## config.mk

```make
export PLATFORM = sky130hd
export DESIGN_NAME = etpc_queue
export DESIGN_NICKNAME = d
export VERILOG_FILES = /design/src/hw/rtl/etpc_pkg.sv /design/src/hw/rtl/etpc_queue.sv
export SDC_FILE = /design/constraint.sdc
export NUM_CORES = 1
export LEC_CHECK = 0
export BUFFER_PORTS_ARGS = -buffer_cell sky130_fd_sc_hd__buf_4
export CAP_MARGIN = 20
export CORE_MARGIN = 3
export CORE_UTILIZATION = 56
export DETAILED_ROUTE_END_ITERATION = 10
export GPL_ROUTABILITY_DRIVEN = 0
export PLACE_DENSITY = 0.84
export SLEW_MARGIN = 20
export SYNTH_ARGS = -nofsm -noshare
export SYNTH_HDL_FRONTEND = slang
export SYNTH_SLANG_ARGS = --single-unit
```

## constraint.sdc

```tcl
create_clock -name clk -period 12.15 [get_ports clk]
set_input_delay 0.6075 -clock clk [delete_from_list [all_inputs] [get_ports clk]]
set_output_delay 0.6075 -clock clk [all_outputs]
set_load 0.01 [all_outputs]
```

## src/hw/rtl/etpc_pkg.sv

```systemverilog
package etpc_pkg;

  localparam int Palettes  = 4;
  localparam int Entries   = 16;
  localparam int CountBits = 16;

  localparam int IterW    = 16;
  localparam int DenW     = 16;
  localparam int CcW      = 5;
  localparam int ChanW    = 8;
  localparam int Chans    = 3;
  localparam int ColorW   = 24;
  localparam int PalSelW  = 2;
  localparam int PalNumW  = 2;
  localparam int EntIdxW  = 4;
  localparam int CfgIdxW  = 2;
  localparam int CfgDataW = 16;

  // counts are taken modulo 2^CountBits
  localparam logic [IterW-1:0] CountMask = (CountBits >= IterW) ? {IterW{1'b1}} :
                                           IterW'((64'(1) << CountBits) - 64'(1));

  localparam logic [DenW-1:0]    ResetMaxIter  = 16'd256;
  localparam logic [DenW-1:0]    ResetCycle    = 16'd0;
  localparam logic [CcW-1:0]     ResetColors   = 5'd2;
  localparam logic [PalSelW-1:0] ResetPalette  = 2'd0;

  typedef enum logic [CfgIdxW-1:0] {
    CFG_MAX_ITER = 2'd0,
    CFG_CYCLE    = 2'd1,
    CFG_COLORS   = 2'd2,
    CFG_PALETTE  = 2'd3
  } cfg_index_t;

  typedef enum logic {
    OP_COLOR = 1'b0,
    OP_WRITE = 1'b1
  } op_t;

  typedef struct packed {
    logic               operation;
    logic [IterW-1:0]   iteration;
    logic [PalNumW-1:0] palette_number;
    logic [EntIdxW-1:0] entry_index;
    logic [ColorW-1:0]  entry_color;
  } request_t;

  typedef struct packed {
    logic [ChanW-1:0] red;
    logic [ChanW-1:0] green;
    logic [ChanW-1:0] blue;
    logic             escaped_limit;
  } result_t;

  typedef struct packed {
    logic [DenW-1:0]    max_iterations;
    logic [DenW-1:0]    cycle_length;
    logic [CcW-1:0]     color_count;
    logic [PalSelW-1:0] palette_select;
  } cfg_t;

  // one classified request as it travels from front to back
  typedef struct packed {
    logic               is_write;
    logic               wr_en;
    logic               limit;
    logic [IterW-1:0]   count;
    logic [DenW-1:0]    den;
    logic [CcW-1:0]     segs;
    logic [PalNumW-1:0] palette_number;
    logic [EntIdxW-1:0] entry_index;
    logic [ColorW-1:0]  entry_color;
  } item_t;

endpackage

```

## src/hw/rtl/etpc_queue.sv

```systemverilog
module etpc_queue (
  input  logic            clk,
  input  logic            rst,
  input  logic            push,
  input  etpc_pkg::item_t push_item,
  input  logic            pop,
  output logic            valid,
  output logic            full,
  output etpc_pkg::item_t head
);

  localparam int Depth = 2;

  etpc_pkg::item_t slots [Depth];
  logic            wr_ptr;
  logic            rd_ptr;
  logic [1:0]      fill;

  assign valid = (fill != 2'd0);
  assign full  = (fill == 2'(Depth));
  assign head  = slots[rd_ptr];

  always_ff @(posedge clk) begin
    if (rst) begin
      wr_ptr <= 1'b0;
      rd_ptr <= 1'b0;
      fill   <= 2'd0;
    end else begin
      if (push) wr_ptr <= ~wr_ptr;
      if (pop) rd_ptr <= ~rd_ptr;
      fill <= fill + 2'(push) - 2'(pop);
    end
    if (push) begin
      slots[wr_ptr] <= push_item;
    end
  end

endmodule

```

* Word-level counts from Yosys, hierarchy flattened
Memories as Yosys holds them, arrays and structs flattened. A register that Yosys moved wholly into a read port is not among the register bits.
Index checks and enable logic that the tools add are counted.
** Word-level totals
- RAM bits :: 140
- Bits of input ports :: 74
- Memories :: 1
- Word-level logic and storage cells :: 14
- Bits in registers :: 4
** Operators by class
- $add $sub $neg :: 2
- Multiplexer cells :: 4
- Reductions and logical operators :: 1
- Bitwise logic cells :: 2
- Eq/ne operators :: 1
** Memories
- slots :: words 2, width 70, rd ports 1, clocked after memory_dff 1, wr ports 1, RTL line etpc_queue.sv:14 : etpc_pkg::item_t slots [Depth];
** Operator list (count)
- 1-bit two-way mux :: 4
- 2-bit by 1-bit adder with 2-bit output :: 1
- 2-bit == test (second input constant) :: 1
- 1-bit inverter :: 2
- 2-bit nonzero test :: 1
- 2-bit by 1-bit subtractor with 2-bit output :: 1

* Longest topological paths before layout
Gate-level depths: netlist of run 1.
- Depth in word-level cells :: 3
- Depth in mapped cells :: 6
- Gate-level depth less buffers :: 6

* Worst setup path before layout of run 1
Ideal clock, no wire load.
- Kind :: input -> register
- From :: in push
- To :: mem slots[0][0] (netlist name), enable pin
- Buffers on the path :: 0
- Path slack :: 7965 ps
- Data required time :: 11643 ps
- Cell stages on the path :: 1
- Setup time :: 507 ps
- Data arrival time :: 3678 ps
- Path through :: nor2b_1
** On the way
- Longest elaborated chain between the ends :: 2
** Ends and longest elaborated chain
- start: declaration :: RTL line etpc_queue.sv:4 : input logic push,
- 1-bit two-way mux :: RTL line etpc_queue.sv:33 : if (push) begin
- 1-bit two-way mux (not written as such) :: RTL line etpc_queue.sv:34 : slots[wr_ptr] <= push_item;
- end: declaration :: RTL line etpc_queue.sv:14
No other way between the ends.

==> impl_metrics.toml, run 1 <==
[finish]
final_area_um2 = 7302
fin_util_pct = 76.84
drive_gt1_share_pct = 60.98
antenna_cells = 0
layout.nets = 473
area_growth_pct = 29.80

[routing]
wl_mm = 9.351
vias = 2670
vias_per_cell = 4.954
drcViolationCount = 0
ant_nets = 0
drt_first_pass_iters = 4
wl_per_cell_um = 17.35
drtIter0Drc = 115

[placement]
placed_cell_area_um2 = 6753
port_buffers = 145
dp_slack_ns = 9.600
hpwl_mm = 6.150

[global_routing]
track_usage_pct = 16.92
grt_pass1_wl_mm = 14.16
first_global_vias = 2770
overflow = 0
grt_max_degree = 71
antenna_found_initial = 0

[worst_setup_path]
cpMostUsedCell = "buf_4"
cp_max_fo = 41
max_stage_delay_ns = 0.70
path_class = "reg2out"
start_kind = "register"
r2r_cells = 2
worstPathCellList = "buf_4 > mux2_4 > buf_4"
worstPathArrival_ns = 2.43
reg2reg_slack_ns = 10.22
worst-endpoint-required_ns = 11.54
endpoint = "head[40]"
r2r-end = "slots[0][57]"
reg2reg_from = "wr_ptr"
endpoint_kind = "output port"
slowest_stage = "dfxtp_4"

[sta]
fin_ws_ns = 9.115
period_share_pct = 24.98
worst_pin_slew_ns = 0.9616
hold_violations = 0
finalClockSkew_ns = 0.005752
setup_viol = 0
slew_headroom_pct = 35.90
setup_tns_ns = 0
final-max-slew-violation-count = 0
min_period_ns = 3.035
fmax_ghz = 0.3295
rsz0062_at_grt = "false"

[die]
dieArea_um2 = 11280
num_rows = 35
initial_core_util_pct = 59.20
core_area_um2 = 9503
dieHeight_um = 106.2
dieWidth_um = 106.2
ios = 146

[clock_tree]
cts.hold.buffers_added = 0
clk_pin_slew_worst_paths_ns = 0.06
clkSinkCount = 145
cts_buffer_depth = 2
clock-root-buffer = "clkbuf_8"
cts_setup_buffers = 0
ctsHtreeMaxLevel = 4
cts-resized-gates = 0
worstSkewPairLatency_ns = 0.50
cts_tree = "done"
numCtsBuffers = 17

[hold_path]
hold_path.class = "in2reg"

[synth]
synth-simple-area-share_pct = 0.8230
yosys-mux-area-fraction_pct = 18.68
synth-compound-area-share_pct = 0
synth_top_family_by_area = "multiplexers"
syn_nets = 315
syn-instance-count = 239
netlist_area_um2 = 5625
ys_seq_elements = 145
avgSynthCellArea_um2 = 23.54
synth-warning-count = 0
yosys.area_share.adder_pct = 0.4448
ys_seq_area_share_pct = 76.51
yosysUniqueCellTypes = 13
synth_xor_area_share_pct = 0.7117

[status]
status = "finished clean"

[power_and_ir_drop]
leakage_nw = 2.912
ir_drop_v = 0.0001044
powerDensity_nw_per_um2 = 168.3
fin_total_pwr_w = 0.001229

[job]
cap_violations = 0
[critical path, delay by kind of cell, from the launching register on]
kind | cells | cell delay, ns
flip-flops | 1 | 0.70
buffers and inverters | 2 | 0.83
multiplexers | 1 | 0.36
[cells in the final DEF, fill, tap and decap left out, drive strengths merged]
| cell type | count |
|---|---|
| ha | 2 |
| buf | 147 |
| xnor2 | 2 |
| edfxtp | 140 |
| nor2 | 4 |
| and2 | 1 |
| clkinv | 4 |
| mux2 | 70 |
| clkinvlp | 4 |
| nor2b | 3 |
| clkbuf | 18 |
| dfxtp | 5 |
| or2 | 1 |
| bufinv | 1 |
| xnor3 | 1 |
| inv | 7 |
[synthesized netlist by cell type, drive strengths merged]
master / count / share of area, %
nor2: 4 / 0.27
dfxtp: 5 / 1.8
or2: 1 / 0.11
nor2b: 3 / 0.33
ha: 2 / 0.44
edfxtp: 140 / 75
mux2: 70 / 19
and2: 1 / 0.11
xnor2: 2 / 0.31
inv: 2 / 0.13
buf: 8 / 2.7
xnor3: 1 / 0.40
[registers in the layout, indices dropped and copies added, names as in the netlist, named ones only]
register / count
fill: 2
rd_ptr: 1
wr_ptr: 1
slots: 140
[power by group]
part / switching [W] / internal [W] / total (W)
Clock: 0.000198 / 0.000274 / 0.000472
Sequential: 0.0000143 / 0.000584 / 0.000598
Combinational: 0.0000638 / 0.0000948 / 0.000159
[area by class of cell]
class                           instances  area (um2)
Inverter                                2       7.507
Tap cell                              129       161.4
Clock inverter                         14       131.4
Timing Repair Buffer                  147        1104
Clock buffer                           18       417.9
Multi-Input combinational cell         84        1172
Sequential cell                       145        4308
Fill cell                             526        2201
[how the worst min path moves through the flow]
stage                   endpoint          start  depth (start not counted)  slack (ns)
global placement        register         rd_ptr                          2        0.49
CTS                 slots[1][24]  push_item[24]                          1        0.26
floorplan               register         rd_ptr                          2        0.48
detailed placement      register         rd_ptr                          2        0.51
finish              slots[1][24]  push_item[24]                          1        0.29
global route        slots[1][21]  push_item[21]                          1        0.26
[per-stage QoR]
stage          instances  hold WS (ns)
2_1_floorplan        239        0.4799
3_3_place_gp         507        0.4931
3_5_place_dp         507        0.5123
4_1_cts              539        0.2589
5_1_grt              539        0.2578
6_report             539        0.2869
[cells by family (layout without fill, tap and decap cells)]
logic type / after synthesis / count (layout)
xor gates and xnor gates: 3 / 3
DFF: 145 / 145
adders and majority gates: 2 / 2
muxes: 70 / 70
buffers and inverters: 10 / 181
and+or+nand+nor: 9 / 9
[layer usage]
metal / part of all wire, % / wire (um) / global-route usage [%] / vias to the layer above
li1: - / - / - / 1257
met1: 40 / 3734 / 20.69 / 1289
met2: 52 / 4823 / 28.42 / 114
met3: 7.5 / 699 / 4.979 / 10
met4: 1.0 / 95 / 6.660 / 0
met5: 0 / 0 / 0 / -
(Power assumes the default switching activity.)
==> inputs of run 2 (changes only) <==
ABC_AREA = 1   (was default)
CORE_UTILIZATION = 47   (was 56)
PLACE_DENSITY = 0.75   (was 0.84)
clock period = 2.56 ns   (was 12.15 ns; I/O delays follow)
==> run 2 against run 1 <==
  * Non-clock buffer count up 76
  * Cell count up 19%
  * Clock power rose to 5.2 times the previous value
  * Sequential share of layout area down 6.1 points
  * Wire length up 16%
  * Core utilization down 6.5 points
  * Power rose to 5.0 times the previous value
  * Worst hold slack worse by 0.22 ns
  * Synthesized area about the same
  * Critical path type unchanged
==> impl_metrics.toml, run 2 <==
[synth]
synth-edff-count = 140
syn-instance-count = 249
synth_flop_cell = "edfxtp_1"
yosysUniqueCellTypes = 13
avgSynthCellArea_um2 = 22.61
syn_nets = 325
async_flop_share_pct = 0
yosysTopAreaCell = "edfxtp_1"
ys_seq_area_share_pct = 76.44
synth_top_area_share_pct = 74.67
ys_seq_elements = 145
netlist_area_um2 = 5630
synth_most_common_cell = "edfxtp_1"
synth-warning-count = 0
synth_common_cells = "140 x edfxtp_1, 70 x mux2_4, 8 x inv_1"
synth_area_leaders = "edfxtp_1 75%, mux2_4 19%, buf_12 2.5%, dfxtp_1 1.8%, inv_1 0.53%"

[clock_tree]
ctsHtreeMaxLevel = 4
clkSinkCount = 145
cts_buffer_depth = 2
clock-root-buffer = "clkbuf_16"
clk_pin_slew_worst_paths_ns = 0.06
cts_tree = "done"
cts_setup_buffers = 0
worstSkewPairLatency_ns = 0.40
numCtsBuffers = 17

[job]
cap_violations = 0

[finish]
drive_gt1_share_pct = 50.60
largest_register_ff_count = 140
area_growth_pct = 44.53
final_cell_mix = "149 x buf_4, 140 x edfxtp_1, 73 x dlygate4sd3_1, 70 x mux2_4, 17 x clkbuf_16"
final_common_cell = "buf_4"
antenna_cells = 0
layout.nets = 559
largestRegisters = "slots (140), fill (2)"
largest-register = "slots"

[hold_path]
min_to = "wr_ptr"
hold_start = "push"
hold_path.class = "in2reg"
hold_path_depth = 3

[sta]
hold_violations = 0
finalClockSkew_ns = 0.004658
setup_viol = 0
min_period_ns = 1.872
setup_tns_ns = 0
fmax_ghz = 0.5343
worst_pin_slew_ns = 0.5990
period_share_pct = 73.11
fin_ws_ns = 0.6884
rsz0062_at_grt = "false"
timing.hold.ws_ns = 0.07021
final-max-slew-violation-count = 0
slew_headroom_pct = 60.07

[routing]
drt_first_pass_iters = 4
ant_nets = 0
drcViolationCount = 0
vias = 3034
drtIter0Drc = 164
wl_mm = 10.82
vias_per_cell = 4.748
wl_per_cell_um = 16.94

[placement]
hpwl_mm = 6.311
port_buffers = 145
dp_slack_ns = 0.6737

[die]
ios = 146
dieArea_um2 = 13330
dieHeight_um = 115.5
num_rows = 39
dieWidth_um = 115.5
initial_core_util_pct = 48.69
core_area_um2 = 11560

[power_and_ir_drop]
sw_frac_of_total_pct = 20.38
pwr-share-clk_pct = 40.6
p_int_w = 0.004844
pwr-share-seq_pct = 45.8
ir_drop_v = 0.0004383
leakage_nw = 3.296
powerDensity_nw_per_um2 = 747.6
power.switching_w = 0.001240
power_frac_comb_pct = 13.6

[worst_setup_path]
cp_max_fo = 25
start_kind = "register"
worstPathArrival_ns = 1.74
path_class = "reg2out"
worst-endpoint-required_ns = 2.43
r2r_cells = 3
reg2reg_slack_ns = 0.72
r2r-end = "slots[1][34]"
reg2reg_from = "wr_ptr"
endpoint_kind = "output port"

[global_routing]
overflow = 0
grt_pass1_wl_mm = 16.48
grt_max_degree = 43
first_global_vias = 3294
track_usage_pct = 16.83
antenna_found_initial = 0

[status]
status = "finished clean"
## run 2: cell count changes after synthesis, moves of 3 or more
cell and change:
inv_1 +6, nand2_1 +5, nor2_1 +3, nor2b_1 -3
## run 2: worst max path at each step
stage,from,end,slack [ns]
6_report,register,head[12],0.69
5_1_grt,wr_ptr,slots[1][68],0.57
4_1_cts,register,head[12],0.66
3_5_place_dp,wr_ptr,slots[1][63],0.67
3_3_place_gp,wr_ptr,slots[1][35],0.70
2_1_floorplan,wr_ptr,slots[1][0],0.32
## run 2: cell families (layout without fill, tap and decap cells)
family / count (synthesis) / in the layout / share of synthesized area, %
flops: 145 / 145 / 76.44
mux: 70 / 70 / 18.67
buf+inv: 16 / 263 / 3.222
simple gates: 14 / 14 / 0.9777
fa+ha+maj: 2 / 2 / 0.4444
compound gates: 1 / 1 / 0.08880
xor+xnor: 1 / 1 / 0.1556
## run 2: final cells by class
cell class / count / area, um2
tap: 143 / 178.9
multi-input combinational: 88 / 1152
fill: 728 / 3427
clock inverter: 15 / 172.7
inverter: 8 / 31.28
sequential: 145 / 4308
clock buffer: 17 / 425.4
timing repair buffer: 223 / 1869
## run 2: critical path, cell delays in order, from the launching register on
cell	delay, ns
dfxtp_4	0.40
buf_4	0.43
mux2_4	0.35
buf_4	0.15
## run 2: per-layer routing
metal,wire length (um),part of all wire (%),track usage [%],up-vias
met5,0,0,0,-
met4,187,1.7,7.355,0
met3,553,5.1,4.804,13
met2,5750,53,29.63,102
met1,4331,40,19.14,1487
li1,-,-,-,1432
## run 2: what timing repair did
action | in CTS | in global routing
endpoints found under the setup margin | 0 | 0
hold endpoints to repair | 145 | 0
gates resized for setup | 0 | 0
hold buffers | 73 | 0
## run 2: metrics by stage
step,instances,instance area (um2),util [%],total power [W]
final,639,8138,70.37,0.006084
after floorplan,249,5638,-,0.003267
after detailed placement,534,6809,58.88,0.003577
after global routing,639,8138,70.37,0.006319
after global placement,534,6809,58.88,0.003558
after CTS,639,8138,70.37,0.006138
## run 2: power by group through the flow
stage | Sequential [W] | Clock (W) | Combinational (W)
floorplan | 0.00282 | 0 | 0.000442
global placement | 0.00283 | 0 | 0.000731
detailed placement | 0.00284 | 0 | 0.000742
CTS | 0.00279 | 0.00252 | 0.000836
global route | 0.00280 | 0.00263 | 0.000889
finish | 0.00279 | 0.00247 | 0.000829
