File: src/hw/rtl/etpc_pkg.sv
package etpc_pkg;

  localparam int Palettes  = 4;
  localparam int Entries   = 16;
  localparam int CountBits = 16;

  localparam int IterW    = 16;
  localparam int DenW     = 16;
  localparam int CcW      = 5;
  localparam int ChanW    = 8;
  localparam int Chans    = 3;
  localparam int ColorW   = 24;
  localparam int PalSelW  = 2;
  localparam int PalNumW  = 2;
  localparam int EntIdxW  = 4;
  localparam int CfgIdxW  = 2;
  localparam int CfgDataW = 16;

  // counts are taken modulo 2^CountBits
  localparam logic [IterW-1:0] CountMask = (CountBits >= IterW) ? {IterW{1'b1}} :
                                           IterW'((64'(1) << CountBits) - 64'(1));

  localparam logic [DenW-1:0]    ResetMaxIter  = 16'd256;
  localparam logic [DenW-1:0]    ResetCycle    = 16'd0;
  localparam logic [CcW-1:0]     ResetColors   = 5'd2;
  localparam logic [PalSelW-1:0] ResetPalette  = 2'd0;

  typedef enum logic [CfgIdxW-1:0] {
    CFG_MAX_ITER = 2'd0,
    CFG_CYCLE    = 2'd1,
    CFG_COLORS   = 2'd2,
    CFG_PALETTE  = 2'd3
  } cfg_index_t;

  typedef enum logic {
    OP_COLOR = 1'b0,
    OP_WRITE = 1'b1
  } op_t;

  typedef struct packed {
    logic               operation;
    logic [IterW-1:0]   iteration;
    logic [PalNumW-1:0] palette_number;
    logic [EntIdxW-1:0] entry_index;
    logic [ColorW-1:0]  entry_color;
  } request_t;

  typedef struct packed {
    logic [ChanW-1:0] red;
    logic [ChanW-1:0] green;
    logic [ChanW-1:0] blue;
    logic             escaped_limit;
  } result_t;

  typedef struct packed {
    logic [DenW-1:0]    max_iterations;
    logic [DenW-1:0]    cycle_length;
    logic [CcW-1:0]     color_count;
    logic [PalSelW-1:0] palette_select;
  } cfg_t;

  // one classified request as it travels from front to back
  typedef struct packed {
    logic               is_write;
    logic               wr_en;
    logic               limit;
    logic [IterW-1:0]   count;
    logic [DenW-1:0]    den;
    logic [CcW-1:0]     segs;
    logic [PalNumW-1:0] palette_number;
    logic [EntIdxW-1:0] entry_index;
    logic [ColorW-1:0]  entry_color;
  } item_t;

endpackage

File: src/hw/rtl/etpc_front.sv
module etpc_front #(
  parameter int PALETTES = etpc_pkg::Palettes,
  parameter int ENTRIES  = etpc_pkg::Entries
) (
  input  logic               clk,
  input  logic               rst,
  input  logic               start,
  input  etpc_pkg::request_t request,
  input  etpc_pkg::cfg_t     cfg,
  input  logic               q_full,
  output logic               busy,
  output logic               push,
  output etpc_pkg::item_t    item
);

  logic            f_v;
  etpc_pkg::item_t f_item;
  etpc_pkg::item_t f_item_next;

  assign busy = f_v && q_full;
  assign push = f_v && !q_full;
  assign item = f_item;

  always_comb begin
    logic [etpc_pkg::IterW-1:0] count;
    logic [etpc_pkg::CcW-1:0]   cc;
    count = request.iteration & etpc_pkg::CountMask;
    cc = cfg.color_count;
    if (cc < etpc_pkg::CcW'(2)) cc = etpc_pkg::CcW'(2);
    if (int'(cc) > ENTRIES) cc = etpc_pkg::CcW'(ENTRIES);

    f_item_next.is_write = (request.operation == etpc_pkg::OP_WRITE);
    f_item_next.wr_en = (request.operation == etpc_pkg::OP_WRITE) &&
                        (int'(request.palette_number) < PALETTES) &&
                        (int'(request.entry_index) < ENTRIES);
    f_item_next.limit = (count >= cfg.max_iterations);
    f_item_next.count = count;
    // cycling off uses the limit as denominator; then count < den and the modulo is a no-op
    if (cfg.cycle_length >= etpc_pkg::DenW'(2)) begin
      f_item_next.den = cfg.cycle_length - etpc_pkg::DenW'(1);
    end else begin
      f_item_next.den = cfg.max_iterations;
    end
    f_item_next.segs = cc - etpc_pkg::CcW'(1);
    f_item_next.palette_number = request.palette_number;
    f_item_next.entry_index = request.entry_index;
    f_item_next.entry_color = request.entry_color;
  end

  always_ff @(posedge clk) begin
    if (rst) begin
      f_v <= 1'b0;
    end else if (!busy) begin
      f_v <= start;
    end
    if (!busy) begin
      f_item <= f_item_next;
    end
  end

endmodule

File: config.mk
export PLATFORM = sky130hd
export DESIGN_NAME = etpc_front
export DESIGN_NICKNAME = d
export VERILOG_FILES = /design/src/hw/rtl/etpc_pkg.sv /design/src/hw/rtl/etpc_front.sv
export SDC_FILE = /design/constraint.sdc
export NUM_CORES = 1
export LEC_CHECK = 0
export ABC_AREA = 1
export ABC_CLOCK_PERIOD_IN_PS = 2560
export BUFFER_PORTS_ARGS = -buffer_cell sky130_fd_sc_hd__buf_2
export CAP_MARGIN = 10
export CORE_MARGIN = 10
export CORE_UTILIZATION = 45
export DETAILED_ROUTE_END_ITERATION = 12
export PLACE_DENSITY_LB_ADDON = 0.25
export SETUP_SLACK_MARGIN = 0.5
export SLEW_MARGIN = 40
export SYNTH_ARGS = -nofsm -noshare
export SYNTH_HDL_FRONTEND = slang
export SYNTH_SLANG_ARGS = --single-unit
File: constraint.sdc
create_clock -name clk -period 2.56 [get_ports clk]
set_input_delay 0.256 -clock clk [delete_from_list [all_inputs] [get_ports clk]]
set_output_delay 0.256 -clock clk [all_outputs]
set_load 0.05 [all_outputs]
# Word level (Yosys, flattened, before mapping)
# Index checks and enable logic that the tools add are counted.
[totals] ramBits=0 mem_count=0 input_bits=90 latchBits=0 romBits=0 out_inout_bits=72 reg_bits=70
[op_classes] n_bitwise=0 reduce_logical=3 shift=0 n_lt_le_gt_ge=4 div_mod_pow=0 eq_ne=0 muxes=3 mul=0 add_sub_neg=2
[op_table] cell="$ge A16 B16 Y1" count=1
[op_table] cell="$ge A16 B2 Y1 const B" count=1
[op_table] cell="$mux W16" count=1
[op_table] cell="$sub A16 B1 Y16 const B" count=1
[op_table] cell="$mux W5" count=2
[op_table] cell="$gt A5 B5 Y1 const B" count=1
[op_table] cell="$lt A5 B2 Y1 const B" count=1
[op_table] cell="$sub A5 B1 Y5 const B" count=1
[op_table] cell="$logic_and A1 B1 Y1" count=2
[op_table] cell="$logic_not A1 Y1" count=1

# Longest topological paths before layout
# Gate-level depths: netlist (run 1).
[logic_depth] word_depth=5 ltp_mapped=11 depth_no_buf=11

# Worst setup path before layout (run 1)
# No wires, ideal clock.
[synth_path] kind="register to register" from="register f_v" to="register f_v" period_less_slack_ps=2914 n_path_buf=0 path_slack_ps=-354 stages_incl_launch_ff=5 arrival_ps=2796 cell_sequence="dfxtp_1 nand2_1 inv_1 nor2_1 nor2_1"
[synth_via] elab_chain_len=1
[synth_rtl] item="start: declaration" line="etpc_front.sv:16" text="logic f_v;"
[synth_rtl] item="start signal: assignment" line="etpc_front.sv:54" text="f_v <= start;"
[synth_rtl] item="$logic_and A1 B1 Y1" line="etpc_front.sv:20" text="assign busy = f_v && q_full;"
[synth_rtl] item="named net busy" line="etpc_front.sv:11" text="output logic busy,"
# The timed path passes the listed nets, and every way through them passes these cells.
# A chain may end at the register's enable or synchronous reset.

# Final worst setup path (run 1)
[layout_path] from="register f_v" to="output busy"
[layout_via] elab_chain_len=1
[layout_rtl] item="$logic_and A1 B1 Y1" line="etpc_front.sv:20"
[layout_rtl] item="end: declaration" line="etpc_front.sv:11"
# Every way passes these cells.

==> metrics.md, run 1 <==
| Metric | Value |
|---|---|
| Leak | 2.17 nW |
| PD cells | 701 nW/um^2 |
| Setup violations, final | 0 |
| Reg2reg end | item[17] |
| CTS max path bufs | 2 |
| FMAX | 565 MHz |
| Reg-to-Reg Start | f_v |
| # rows | 30 |
| Die height | 105 um |
| Status | finished clean |
| Final Hold Fails | 0 |
| Core area | 6910 um^2 |
| Initial Util | 47.3% |
| Clock Skew | 0.00996 ns |
| R2r worst-path depth | 2 |
| Chip Width | 105 um |
| Register-to-Register Setup Slack | 0.99 ns |
| DR vias/cell | 4.67 |
| Initial antenna violation count | 1 |
| Syn nets | 405 |
| Sink Count | 70 |
| Clock slew at reported path FFs | 0.07 ns |
| Largest net degree at the start of global routing | 44 |
| Avg WL per Cell | 16.1 um |
| Worst Hold Class | in -> reg |
| Hold depth | 2 |
| Synthesized area per cell | 11.0 um^2 |
| Total GRT Usage | 16.3% |
| Post-CTS Resized | 0 |
| Iter 0 DRT Violations | 78 |
| Total grt overflow | 0 |
| # Post-CTS Setup Buffers | 0 |
| Final Util | 63.7% |
| Fillers | 616 |
| First-pass GRT wire length | 14300 um |
| Clk_lat worst skew | 0.34 ns |
| CP Launch Type | flop |
| Post-synthesis cell count | 296 |
| Fin crit period | 1.77 ns |
| Sequential area share after synthesis | 64.1% |
| Via count | 2632 |
| Critical path peak fanout | 43 |
| Worst VDD drop | 0.248 mV |
| Port bufs | 159 |
| Yosys cell types | 25 |
| Area grow syn2layout | 34.7% |
| Place WS | 0.658 ns |
| Slew margin rel. | 62.3% |
| Clock root cell | clkbuf_8 |
| Layout cells sized above 1 | 40.6% |
| Layout Nets | 572 |
| Hold Path Sink | f_v |
| Post-route worst setup slack | 0.791 ns |
| Fin Setup TNS | 0 ns |
| Critical Path RT | 2.30 ns |
| Number of global-route vias before repair | 2705 |
| CTS Buf Count | 9 |
| Ant diodes | 0 |
| Post-synthesis cell area | 3270 um^2 |
| Min-delay src | rst |
| Most common cell after layout, fill and taps aside | buf_2 |
| Crit path kind | reg -> out |
| Ports | 162 |
| #FFs+latches synth | 70 |
| CTS H-Tree Depth | 3 |
| Worst Setup End Kind | output port |
| Synth Warn # | 0 |
| RSZ-0062 raised after global routing | no |
| Drt drc | 0 |
| Hold buffer count at CTS | 0 |
| DRT Pass-1 Iters | 5 |
| Tightest Pin Transition | 0.565 ns |
| CTS tree | yes |
| Max-slew violations | 0 |
| Final Wtd Congestion | 0.864 |
| Detail Placement HPWL | 7540 um |
| Full die area | 11100 um^2 |
| Most frequent cells in the layout | buf_2, nand2_1, edfxtp_1, inv_1, nor2_1 |
| CP arrival | 1.51 ns |
| Drt total wl | 9060 um |
| Final Cycle Share | 69.1% |
| # Max-Cap Violations | 0 |
| Final antenna-violating net count | 0 |
cells by family after synthesis:
group	Yosys count	share of synthesized area [%]
xor+xnor	6	1.61
buf+inv	41	5.52
fa+ha+maj	19	7.28
flops	70	64.1
compound gates	21	3.53
simple gates	139	18.0
registers in the layout, indices dropped and copies added, names as in the netlist:
| signal | cells |
|---|---|
| f_v | 1 |
| item | 69 |
layout make-up:
class / instances / area, um^2 / area share (%)
sequential: 70 / 2090 / 47.6
tap: 96 / 120 / 2.73
multi-input combinational: 185 / 1000 / 22.8
clock buffer: 9 / 124 / 2.82
timing repair buffer: 160 / 803 / 18.3
inverter: 37 / 139 / 3.16
clock inverter: 7 / 120 / 2.73
power breakdown:
part           switching [mW]  leakage [nW]  internal, mW
Sequential             0.0186         0.722          1.35
Combinational           0.469          1.32         0.154
Clock                   0.435         0.120         0.652
Total                   0.922          2.17          2.16
metrics by stage:
step / cells / cell area (um^2) / total power, mW / hold WS [ns]
final: 564 / 4400 / 3.08 / 0.0710
after global routing: 564 / 4400 / 3.20 / 0.0469
after CTS: 564 / 4400 / 3.11 / 0.0521
after detailed placement: 548 / 4160 / 2.03 / 0.420
after global placement: 548 / 4160 / 2.01 / 0.417
after floorplan: 296 / 3270 / 1.83 / 0.328
critical path, cell delays in order (launching register included):
cell and delay, ns:
dfxtp_1 0.37, nand2_4 0.32, inv_1 0.19, buf_2 0.29
how the worst max path moves through the flow:
stage | start | to | slack (ns) | depth (start not counted)
after floorplan | f_v | f_v | 0.52 | 4
after global placement | cfg[7] | item[35] | 0.70 | 9
after detailed placement | cfg[7] | item[36] | 0.66 | 9
after CTS | f_v | busy | 0.73 | 3
after global routing | f_v | busy | 0.65 | 3
final | f_v | busy | 0.79 | 3
cell usage after synthesis:
cell | instances | share of area, %
nand2_1 | 88 | 10
edfxtp_1 | 69 | 63
inv_1 | 36 | 4.1
nor2_1 | 23 | 2.6
ha_1 | 19 | 7.3
nand3_1 | 12 | 1.8
o21ai_0 | 12 | 1.8
nor2_2 | 8 | 1.5
a21oi_1 | 6 | 0.92
xor2_1 | 4 | 1.1
nand3b_1 | 3 | 0.69
buf_4 | 2 | 0.46
xnor2_1 | 2 | 0.54
a21o_1 | 1 | 0.23
buf_6 | 1 | 0.34
buf_8 | 1 | 0.46
dfxtp_1 | 1 | 0.61
inv_2 | 1 | 0.11
nand2_2 | 1 | 0.19
nand3_2 | 1 | 0.31
nand4_1 | 1 | 0.19
nor2_4 | 1 | 0.34
nor3_1 | 1 | 0.15
o21ai_2 | 1 | 0.27
o311ai_0 | 1 | 0.27
metal layers:
| layer | GRT usage [%] | part of all wire, % |
|---|---|---|
| met4 | 5.39 | 1.0 |
| met5 | 0 | 0.14 |
| met1 | 18.4 | 41 |
| met2 | 27.1 | 48 |
| met3 | 6.94 | 9.6 |
(Power assumes the default switching activity.)
==> run 2, diff against run 1 <==
--- a/config.mk
+++ b/config.mk
@@ -5,8 +5,8 @@
 export SDC_FILE = /design/constraint.sdc
 export NUM_CORES = 1
 export LEC_CHECK = 0
-export ABC_AREA = 1
-export ABC_CLOCK_PERIOD_IN_PS = 2560
+export ABC_AREA = 0
+export ABC_CLOCK_PERIOD_IN_PS = 1700
 export BUFFER_PORTS_ARGS = -buffer_cell sky130_fd_sc_hd__buf_2
 export CAP_MARGIN = 10
 export CORE_MARGIN = 10
==> constraint.sdc (replaced) <==
create_clock -name clk -period 1.7 [get_ports clk]
set_input_delay 0.17 -clock clk [delete_from_list [all_inputs] [get_ports clk]]
set_output_delay 0.17 -clock clk [all_outputs]
set_load 0.05 [all_outputs]
==> run 2 against run 1 <==
  * Final area rose by 14%
  * Wire length up 9.9%
  * Synthesized cell count fell by 26%
  * Die area fell by 4.4%
  * Register-to-register slack worse by 0.46 ns
  * Clock skew is 0.0042 ns lower
  * Sequential share of layout area fell by 5.8 points
  * Critical path depth grew 4
==> metrics.md, run 2 <==
| Metric | Value |
|---|---|
| RSZ-0062 raised after global routing | yes |
| Pint | 3.22 mW (+49%) |
| Critical Path RT | 1.78 ns (-0.52 ns) |
| Clock Power Share | 31.8% (-3.5 points) |
| Area of the multi-input gates | 1110 um^2 (+11%) |
| PD cells | 925 nW/um^2 (+32%) |
| Final Cycle Share | 80.0% |
| Largest net degree at the start of global routing | 38 (-14%) |
| # rows | 30 (unchanged) |
| Place WS | -0.112 ns (-0.770 ns) |
| Number of global-route vias before repair | 2718 (+0.48%) |
| Avg WL per Cell | 19.0 um (+19%) |
| Final antenna-violating net count | 0 (unchanged) |
| Number of synthesized flops with an enable pin | 69 (unchanged) |
| Post-synthesis cell area | 3090 um^2 (-5.4%) |
| Post-route worst setup slack | 0.340 ns (-0.451 ns) |
| Final Wtd Congestion | 0.798 (-7.6%) |
| Syn nets | 327 (-19%) |
| CTS Buf Count | 9 (unchanged) |
| Net Sw Frac | 30.7% (+0.74 points) |
| Post-synthesis cell count | 218 (-26%) |
| Synth top cells by count | edfxtp_1, inv_1, ha_1, nand2_1, nor2_1 |
| Iter 0 DRT Violations | 67 (-14%) |
| Core area | 6720 um^2 (-2.7%) |
| Final Hold Fails | 0 (unchanged) |
| Total grt overflow | 0 (unchanged) |
| FMAX | 735 MHz |
| Total GRT Usage | 17.3% (+0.97 points) |
| CTS tree | yes |
| Layout Nets | 547 (-4.4%) |
| Detail Placement HPWL | 6700 um (-11%) |
| Ant diodes | 0 (unchanged) |
| CTS H-Tree Depth | 3 (unchanged) |
| Leak | 2.23 nW (+2.8%) |
| Yosys cell types | 35 (+40%) |
| Chip Width | 103 um (-2.2%) |
| Port bufs | 159 (unchanged) |
| First-pass GRT wire length | 13700 um (-4.7%) |
| Tightest Pin Transition | 0.381 ns (-0.184 ns) |
| Clk_lat worst skew | 0.34 ns (about the same) |
| Max reg flops | 69 (unchanged) |
| Fin crit period | 1.36 ns |
| Status | finished clean |
| Critical path peak fanout | 2 (-95%) |
| CTS max path bufs | 2 (unchanged) |
| Setup violations, final | 0 (unchanged) |
| Sequential share of power | 44.8% (+0.3 points) |
| Full die area | 10600 um^2 (-4.4%) |
| Area grow syn2layout | 62.4% |
| Die height | 103 um (-2.2%) |
| Synth top area cells | edfxtp_1, ha_1, inv_1, nand2_1, nor2_1 |
| Most common cell after layout, fill and taps aside | buf_2 |
| Initial antenna violation count | 0 (-1) |
| Crit path kind | in -> reg |
| Sequential area share after synthesis | 67.7% (+3.7 points) |
| Most common cell in the netlist | edfxtp_1 |
| Ports | 162 (unchanged) |
| #FFs+latches synth | 70 (unchanged) |
| CP Launch Type | input pin |
| Drt total wl | 9960 um (+9.9%) |
| Max-slew violations | 0 (unchanged) |
| Via count | 2577 (-2.1%) |
| Combinational share of power | 23.4% (+3.2 points) |
| Drt drc | 0 (unchanged) |
| Clock Skew | 0.00574 ns (-0.00422 ns) |
| Worst VDD drop | 0.388 mV (+57%) |
| DP Area | 4110 um^2 (-1.1%) |
| CP arrival | 1.44 ns (-0.07 ns) |
| Layout cells sized above 1 | 56.7% (+16 points) |
| Sink Count | 70 (unchanged) |
| Register area | 2100 um^2 (+0.18%) |
| NetSw | 1.42 mW (+54%) |
| Fillers | 444 (-28%) |
| Synth Warn # | 0 (unchanged) |
| Clock root cell | clkbuf_8 |
| Slew margin rel. | 74.2% (+12 points) |
| Post-synth ARST share | 0% (unchanged) |
| Synth top area share | 67.1% (+3.6 points) |
| Yosys top cell by area | edfxtp_1 |
| Post-synth top flop | edfxtp_1 |
| DRT Pass-1 Iters | 4 (-1) |
| Initial Util | 46.0% (-1.3 points) |
| Clock slew at reported path FFs | 0.07 ns (about the same) |
| # Max-Cap Violations | 0 (unchanged) |
| Worst Setup End Kind | flop |
| Synthesized area per cell | 14.2 um^2 (+28%) |
| Register-to-Register Setup Slack | 0.53 ns (-0.46 ns) |
| Worst Hold Class | in -> reg |
| DR vias/cell | 4.93 (+5.6%) |
| Most frequent cells in the layout | buf_2, edfxtp_1, dlygate4sd3_1, buf_4, inv_1 |
| Fin area | 5020 um^2 (+14%) |
## run 2: changes by cell type in the layout (fill, tap and decap cells not counted), moves of 10 or more
cell / delta
nand2_1: -76
dlygate4sd3_1: +28
inv_1: -20
buf_4: +16
buf_6: +11
nand3_1: -11
nor2_1: -11
buf_2: -10
o21ai_0: -10
## run 2: layer usage
layer | GRT usage, % | part of all wire [%] | wire length (um)
met3 | 5.90 | 9.0 | 898
met2 | 31.5 | 51 | 5120
met5 | 0 | 0 | 0
met1 | 17.6 | 38 | 3820
met4 | 7.17 | 1.2 | 119
## run 2: through the flow
stage	setup TNS (ns)	util [%]	instances	hold WS [ns]	total power [mW]
after global routing	0	74.7	523	0.00304	4.80
after floorplan	0	-	218	0.235	2.73
after global placement	-0.165	61.1	467	0.326	3.03
after detailed placement	-0.973	61.1	467	0.328	3.05
final	0	74.7	523	0.0225	4.64
after CTS	0	71.4	513	0.000820	4.62
## run 2: cell families after synthesis
family	count (synthesis)	share of synthesized area (%)
DFF	70	67.7
and+or+nand+nor	54	8.99
AOI/OAI and AO/OA	37	8.02
buffers and inverters	25	3.89
adders and majority gates	19	7.70
xor gates and xnor gates	13	3.69
## run 2: area by class of cell
class	count	share of cell area (%)
Clock buffer	9	2.47
Timing Repair Buffer	212	28.0
Tap cell	80	2.00
Sequential cell	70	41.8
Clock inverter	7	1.95
Multi-Input combinational cell	124	22.1
Inverter	21	1.75
## run 2: final timing paths
check / startpoint / cells past startpoint / to
worst min-delay path: request[46] / 1 / item[68]
worst min register to register: f_v / 4 / f_v
worst max-delay path: cfg[28] / 7 / item[67]
worst max register to register: f_v / 3 / item[42]
## run 2: what timing repair did
action	4_1_cts	5_1_grt
setup buffers	6	3
setup endpoints to repair	19	58
pin swaps	13	10
endpoints found under the hold margin	23	5
gates resized for setup	37	41
hold buffers	23	5
cloned	1	2
## run 2: power by group through the flow
stage,combinational [mW],sequential (mW),clock (mW)
after detailed placement,0.935,2.11,0
after global routing,1.15,2.09,1.56
after floorplan,0.174,2.56,0
final,1.08,2.08,1.48
after global placement,0.921,2.11,0
after CTS,1.04,2.07,1.50
## run 2: critical path, stage by stage
cell and delay (ns):
buf_2 0.10, inv_2 0.06, ha_4 0.19, a22o_1 0.22
nor4_2 0.25, o211ai_1 0.13, a211o_1 0.31
